File: src/hdl/vma_pkg.sv
// Shared constants, types and helpers for the voltage moving-average block.
`default_nettype none
package vma_pkg;

	localparam int WINDOW_SAMPLES = 8;
	localparam int WINDOW_SHIFT   = 3;

	localparam int SAMPLE_W = 16;
	localparam int SUM_W    = SAMPLE_W + $clog2(WINDOW_SAMPLES);
	localparam int PTR_W    = $clog2(WINDOW_SAMPLES);
	localparam int CNT_W    = $clog2(WINDOW_SAMPLES + 1);

	localparam logic [PTR_W-1:0] LAST_SLOT = PTR_W'(WINDOW_SAMPLES - 1);
	localparam logic [CNT_W-1:0] FULL_CNT  = CNT_W'(WINDOW_SAMPLES);
	localparam logic [SUM_W-1:0] SAT_LIMIT = SUM_W'({SAMPLE_W{1'b1}});

	typedef logic [SAMPLE_W-1:0] sample_t;
	typedef logic [SUM_W-1:0]    sum_t;
	typedef logic [PTR_W-1:0]    ptr_t;
	typedef logic [CNT_W-1:0]    cnt_t;

	typedef struct packed {
		sample_t filtered_mv;
		logic    window_full;
	} result_t;

	// Scale the window sum down to one sample and clamp it to the sample range.
	function automatic sample_t scale_sum(input sum_t sum);
		sum_t shifted;
		shifted = sum >> WINDOW_SHIFT;
		if (shifted > SAT_LIMIT) begin
			scale_sum = {SAMPLE_W{1'b1}};
		end else begin
			scale_sum = shifted[SAMPLE_W-1:0];
		end
	endfunction

endpackage
`default_nettype wire

File: src/hdl/vma_in_stage.sv
// Input register stage that holds one accepted sample until the window takes it.
`default_nettype none
module vma_in_stage (
	input  wire logic              clk,
	input  wire logic              arst_n,
	input  wire logic              load,
	input  wire logic              advance,
	input  wire vma_pkg::sample_t  sample,
	output logic                   valid_s1,
	output vma_pkg::sample_t       sample_s1
);

	always_ff @(posedge clk or negedge arst_n) begin
		if (!arst_n) begin
			valid_s1 <= 1'b0;
		end else if (load) begin
			valid_s1 <= 1'b1;
		end else if (advance) begin
			valid_s1 <= 1'b0;
		end
	end

	always_ff @(posedge clk) begin
		if (load) begin
			sample_s1 <= sample;
		end
	end

endmodule
`default_nettype wire

File: src/hdl/vma_window.sv
// Sample window with running sum; produces the result for the staged sample.
`default_nettype none
module vma_window (
	input  wire logic             clk,
	input  wire logic             arst_n,
	input  wire logic             step,
	input  wire vma_pkg::sample_t sample_s1,
	output vma_pkg::result_t      result
);

	vma_pkg::sample_t store_q [vma_pkg::WINDOW_SAMPLES];
	vma_pkg::sum_t    sum_q;
	vma_pkg::ptr_t    ptr_q;
	vma_pkg::cnt_t    fill_q;

	logic             full;
	vma_pkg::sample_t oldest;
	vma_pkg::sum_t    sum_next;

	assign full = (fill_q == vma_pkg::FULL_CNT);

	// Entries are only subtracted once the window is full, so the store needs no reset.
	assign oldest   = full ? store_q[ptr_q] : '0;
	assign sum_next = sum_q - vma_pkg::SUM_W'(oldest) + vma_pkg::SUM_W'(sample_s1);

	always_comb begin
		result.window_full = full;
		result.filtered_mv = full ? vma_pkg::scale_sum(sum_next) : sample_s1;
	end

	always_ff @(posedge clk or negedge arst_n) begin
		if (!arst_n) begin
			sum_q  <= '0;
			ptr_q  <= '0;
			fill_q <= '0;
		end else if (step) begin
			sum_q <= sum_next;
			ptr_q <= (ptr_q == vma_pkg::LAST_SLOT) ? '0 : ptr_q + 1'b1;
			if (!full) begin
				fill_q <= fill_q + 1'b1;
			end
		end
	end

	always_ff @(posedge clk) begin
		if (step) begin
			store_q[ptr_q] <= sample_s1;
		end
	end

endmodule
`default_nettype wire

File: src/hdl/vma_out_stage.sv
// Result register that holds a finished item until the downstream side takes it.
`default_nettype none
module vma_out_stage (
	input  wire logic             clk,
	input  wire logic             arst_n,
	input  wire logic             load,
	input  wire logic             out_stall,
	input  wire vma_pkg::result_t result,
	output logic                  out_valid,
	output vma_pkg::sample_t      filtered_mv,
	output logic                  window_full
);

	always_ff @(posedge clk or negedge arst_n) begin
		if (!arst_n) begin
			out_valid <= 1'b0;
		end else if (load) begin
			out_valid <= 1'b1;
		end else if (!out_stall) begin
			out_valid <= 1'b0;
		end
	end

	always_ff @(posedge clk) begin
		if (load) begin
			filtered_mv <= result.filtered_mv;
			window_full <= result.window_full;
		end
	end

endmodule
`default_nettype wire

File: src/hdl/voltage_moving_average.sv
// An accepted sample moves from the input register through the window into the result register.
// One item per cycle while out_stall is low; the running sum updates each sample in one pass.
// A result waiting under out_stall lets the input register take one more item, then stalls it.
// Reset (arst_n low, asynchronous) empties both stages and clears the sum, fill count and
// write slot; the window starts in warm-up, passing the first samples through unfiltered.
`default_nettype none
module voltage_moving_average (
	input  wire logic             clk,
	input  wire logic             arst_n,
	input  wire logic             in_valid,
	output logic                  in_stall,
	input  wire vma_pkg::sample_t sample_mv,
	output logic                  out_valid,
	input  wire logic             out_stall,
	output vma_pkg::sample_t      filtered_mv,
	output logic                  window_full
);

	logic             valid_s1;
	vma_pkg::sample_t sample_s1;
	vma_pkg::result_t result;
	logic             out_free;
	logic             move_s1;
	logic             in_accept;

	assign out_free  = !out_valid || !out_stall;
	assign move_s1   = valid_s1 && out_free;
	assign in_stall  = valid_s1 && !out_free;
	assign in_accept = in_valid && !in_stall;

	vma_in_stage u_in_stage (
		.clk       (clk),
		.arst_n    (arst_n),
		.load      (in_accept),
		.advance   (move_s1),
		.sample    (sample_mv),
		.valid_s1  (valid_s1),
		.sample_s1 (sample_s1)
	);

	vma_window u_window (
		.clk       (clk),
		.arst_n    (arst_n),
		.step      (move_s1),
		.sample_s1 (sample_s1),
		.result    (result)
	);

	vma_out_stage u_out_stage (
		.clk         (clk),
		.arst_n      (arst_n),
		.load        (move_s1),
		.out_stall   (out_stall),
		.result      (result),
		.out_valid   (out_valid),
		.filtered_mv (filtered_mv),
		.window_full (window_full)
	);

endmodule
`default_nettype wire

File: config.mk
export PLATFORM = sky130hd
export DESIGN_NAME = voltage_moving_average
export DESIGN_NICKNAME = d
export VERILOG_FILES = /design/src/hdl/vma_pkg.sv /design/src/hdl/vma_in_stage.sv /design/src/hdl/vma_window.sv /design/src/hdl/vma_out_stage.sv /design/src/hdl/voltage_moving_average.sv
export SDC_FILE = /design/constraint.sdc
export NUM_CORES = 1
export LEC_CHECK = 0
export BUFFER_PORTS_ARGS = -buffer_cell sky130_fd_sc_hd__buf_2
export CORE_ASPECT_RATIO = 2
export CORE_UTILIZATION = 60
export DETAILED_ROUTE_END_ITERATION = 10
export PLACE_DENSITY = 0.78
export SYNTH_ARGS = -nofsm -noshare
export SYNTH_HDL_FRONTEND = slang
export SYNTH_SLANG_ARGS = --single-unit
File: constraint.sdc
create_clock -name clk -period 12.1 [get_ports clk]
set_input_delay 0 -clock clk [delete_from_list [all_inputs] [get_ports clk]]
set_output_delay 0 -clock clk [all_outputs]
set_load 0.02 [all_outputs]
==> metrics.md <==
| Metric | Value |
|---|---|
| Status | complete, no violations |
| Leading area contributor after synthesis | edfxtp_1 |
| Crit Path Max Fanout | 37 |
| Final Setup Violations | 0 |
| Worst-path cell chain | buf_4 -> nor2b_1 -> a22oi_1 -> nor2_1 -> a211oi_1 -> nor2_1 -> fa_1 -> inv_1 -> fa_1 -> a21o_1 -> a221oi_2 -> o21a_4 -> o21a_1 -> xor2_1 -> o21ai_0 |
| Worst vdd ir | 0.195 mV |
| Fillers | around 960 |
| Register bit total from synthesis | about 190 |
| Pre-CTS setup slack | approximately 7500 ps |
| Worst rel slew slack | a little under a third |
| Worst EP required | about 12000 ps |
| CTS root buf | clkbuf_16 |
| Synth Area in Compound Gates | under 10% |
| EDFF count, synth | around 160 |
| Max Root-Sink Buffers | 2 |
| Antenna cells | 0 |
| Post-route clock period utilization | 38.8% |
| Post-synthesis adder-cell area fraction | 6.88% |
| Total net switching power | slightly below 1000 µW |
| Main combinational cell family by area after synthesis | compound AO/OA/AOI/OAI gates |
| CTS sink cnt | 189 |
| Netlist cell types | 54 |
| Top FF cell, synth | edfxtp_1 |
| Share of layout cells above drive strength 1 | 16.2% |
| Top cells by area, synth | edfxtp_1 (55%), dfrtp_1 (7.9%), mux4_2 (4.6%) |
| Initial antenna violation count | 0 |
| Sequential share of power | about 36% |
| Core Region | ~0.014 mm² |
| I/O Buffers | 38 |
| Total wire length | roughly 19 mm |
| Die height | 174 µm |
| Reg area | 0.00554 mm² |
| Reg-to-reg endpoint | u_out_stage.filtered_mv[7]$_DFFE_PP_ |
| Gate power share | between 40% and 50% |
| Post-synth net total | between 700 and 800 |
| Setup Buffers After CTS | 0 |
| Crit Path Category | reg2reg |
| Nets | roughly 780 |
| Yosys top cell area share | between 50% and 60% |
| WL per Instance | around 21 µm |
| Routability Congestion | roughly 0.85 |
| CP arrival | roughly 4900 ps |
| Clock period minus worst slack | between 4000 and 5000 ps |
| Post-DRT Antenna Nets | 0 |
| Final setup TNS | 0 ps |
| Clk_lat worst skew | between 400 and 500 ps |
| Worst r2r path cells | 15 |
| Fmax | approximately 0.21 GHz |
| Post-synthesis mux area share | 7.51% |
| DIE WIDTH | approximately 88 µm |
| Least-Margin Pin Slew | 1030 ps |
| Setup ws final | about 7400 ps |
| Internal power | roughly 1600 µW |
| CTS buffer count | 17 |
| Clock network power share | a little under a quarter |
| Grt ovf | 0 |
| Vias | between 5000 and 6000 |
| Post-synth top cells | edfxtp_1 (161), inv_1 (70), nand2_1 (61), a21oi_1 (31) |
| Pre-antenna DRT Iters | 6 |
| Top Ports | 39 |
| Starting Density | 61.6% |
| Cell area after synthesis | roughly 0.0088 mm² |
| Initial DRC Count | about 550 |
| Clk slew on worst S/H paths | 70 ps |
| Cells after Synth | around 660 |
| Final core utilization | 70.2% |
| FF-to-FF Start | u_window.ptr_q[2]$_DFFE_PN0P_ |
| DRC | 0 |
| Clock skew | slightly above 10 ps |
| DP HPWL | about 13 mm |
| Crit. End Element | flop |
| Ys Warns | 0 |
| Largest net degree at the start of global routing | 51 |
| Multi-input gate area | roughly 0.003 mm² |
| TritonCTS clock tree | yes |
| Ys async rst share | between 10% and 20% |
| Post-Synth Simple-Gate Area | under 10% |
| Sw Ratio | about two fifths |
| CP startpoint kind | flop |
| Worst path slowest cell | dfrtp_2 |
| P&R area growth vs syn | 14.0% |
| Post-synthesis sequential area ratio | a little over three fifths |
| RSZ-0062 raised after global routing | false |
| Cell Pwr Density | ~250 mW/mm² |
| Most frequent cell after synthesis | edfxtp_1 |
| R2R Setup Slk | ~7400 ps |
| Final Hold Violating Endpoints | 0 |
| CTS H-tree depth | 4 |
| Leakage power | approximately 0.0039 µW |
| Die area | 0.0152 mm² |
| Min-Delay Path Class | in2async |
| Max_cap viols | 0 |
| Number of global-route vias before repair | roughly 5900 |
| Via-to-Cell Ratio | around 6 |
| Final Max Slew Viols | 0 |
| # rows | between 60 and 70 |
| Global-route wire length before repair | slightly above 30 mm |
| Crit-path max cell delay | between 500 and 600 ps |
| XOR/XNOR share of the synthesized area | under 10% |
| Synth Area per Inst | ~13 µm² |
| GRT Total Usage | between 20% and 30% |
[area by class of cell]
cell class	instances	share of cell area [%]
clock buffers	17	4.22
clock inverters	15	1.84
inverters	70	2.61
multi-input cells	369	29.2
flip-flops and latches	189	55.0
well taps	192	2.39
repair buffers	69	4.70
[registers in the layout, indices dropped and copies added (netlist names)]
name / cells
u_window.store_q: 128
u_out_stage.window_full: 1
u_out_stage.filtered_mv: 16
u_window.ptr_q: 3
u_window.sum_q: 19
u_window.fill_q: 4
u_in_stage.valid_s1: 1
u_in_stage.sample_s1: 16
u_out_stage.out_valid: 1
[cell usage in the layout, fill, tap and decap left out, types with 4 or more instances in the layout]
cell / count
dfrtp_1: 25
o2111ai_1: 4
nand2b_1: 8
nand2_1: 61
a22o_1: 4
nand3_1: 14
nor3_1: 5
xnor2_1: 6
nand4_1: 9
dlygate4sd3_1: 20
o211ai_1: 4
a21oi_1: 31
xor2_1: 8
clkbuf_16: 17
buf_2: 38
and3_1: 7
inv_6: 4
nor2b_1: 5
nor2_1: 29
a21o_1: 10
inv_1: 70
mux4_2: 18
buf_4: 11
mux2i_1: 19
o21ai_0: 29
edfxtp_1: 161
mux2_2: 6
fa_1: 16
ha_1: 23
[worst max-delay path by stage]
stage,startpoint,to,slack [ps],depth (start not counted)
CTS,u_window.ptr_q[2]$_DFFE_PN0P_,u_out_stage.filtered_mv[11]$_DFFE_PP_,7450,15
global route,u_window.ptr_q[0]$_DFFE_PN0P_,u_out_stage.filtered_mv[14]$_DFFE_PP_,7180,14
floorplan,u_window.fill_q[0]$_DFFE_PN0P_,u_out_stage.filtered_mv[14]$_DFFE_PP_,7980,18
global placement,u_window.ptr_q[2]$_DFFE_PN0P_,u_out_stage.filtered_mv[11]$_DFFE_PP_,7580,15
detailed placement,u_window.ptr_q[2]$_DFFE_PN0P_,u_out_stage.filtered_mv[14]$_DFFE_PP_,7540,14
finish,u_window.ptr_q[2]$_DFFE_PN0P_,u_out_stage.filtered_mv[7]$_DFFE_PP_,7410,15
[per-stage QoR]
| step | total power [µW] | instance area, µm² | cells | hold slack [ps] |
|---|---|---|---|---|
| 6_report | 2530 | 10100 | 921 | 175 |
| 4_1_cts | 2530 | 10100 | 921 | 188 |
| 2_1_floorplan | 1670 | 8830 | 661 | -296 |
| 5_1_grt | 2680 | 10100 | 921 | 220 |
| 3_3_place_gp | 1900 | 9260 | 869 | 108 |
| 3_5_place_dp | 1940 | 9260 | 869 | 112 |
[kinds of logic (layout without fill, tap and decap cells)]
logic type | after synthesis | count (layout)
DFF | 189 | 189
and+or+nand+nor | 153 | 153
AOI/OAI and AO/OA | 120 | 120
buffers and inverters | 103 | 171
muxes | 43 | 43
adders and majority gates | 39 | 39
xor gates and xnor gates | 14 | 14
[power groups by stage]
stage / logic (µW) / clock network [µW] / registers (µW)
6_report: 1060 / 575 / 898
3_5_place_dp: 1030 / 0 / 910
4_1_cts: 1050 / 579 / 897
5_1_grt: 1170 / 604 / 908
3_3_place_gp: 997 / 0 / 903
2_1_floorplan: 788 / 0 / 883
[routing by layer]
metal  track usage, %  up-vias  wire, µm
met5                0        -         0
met4             15.2        0       820
met3             4.76       63       960
met1             34.8     2795      7240
li1                 -     2532         -
met2             46.4      223     10400
[worst max-delay path: cells and delay by family, from the launching register on]
| family | cells | cell delay (ps) |
|---|---|---|
| AO/OA/AOI/OAI | 7 | 1640 |
| XOR/XNOR | 1 | 310 |
| adder cells (fa/ha/maj) | 2 | 950 |
| buffers and inverters | 2 | 560 |
| flip-flops | 1 | 550 |
| AND/OR/NAND/NOR | 3 | 380 |
[timing repair]
action,CTS,global route
endpoints found under the hold margin,46,0
hold buffers,20,0
gates resized for setup,0,0
Power figures use the tool's default switching activity.
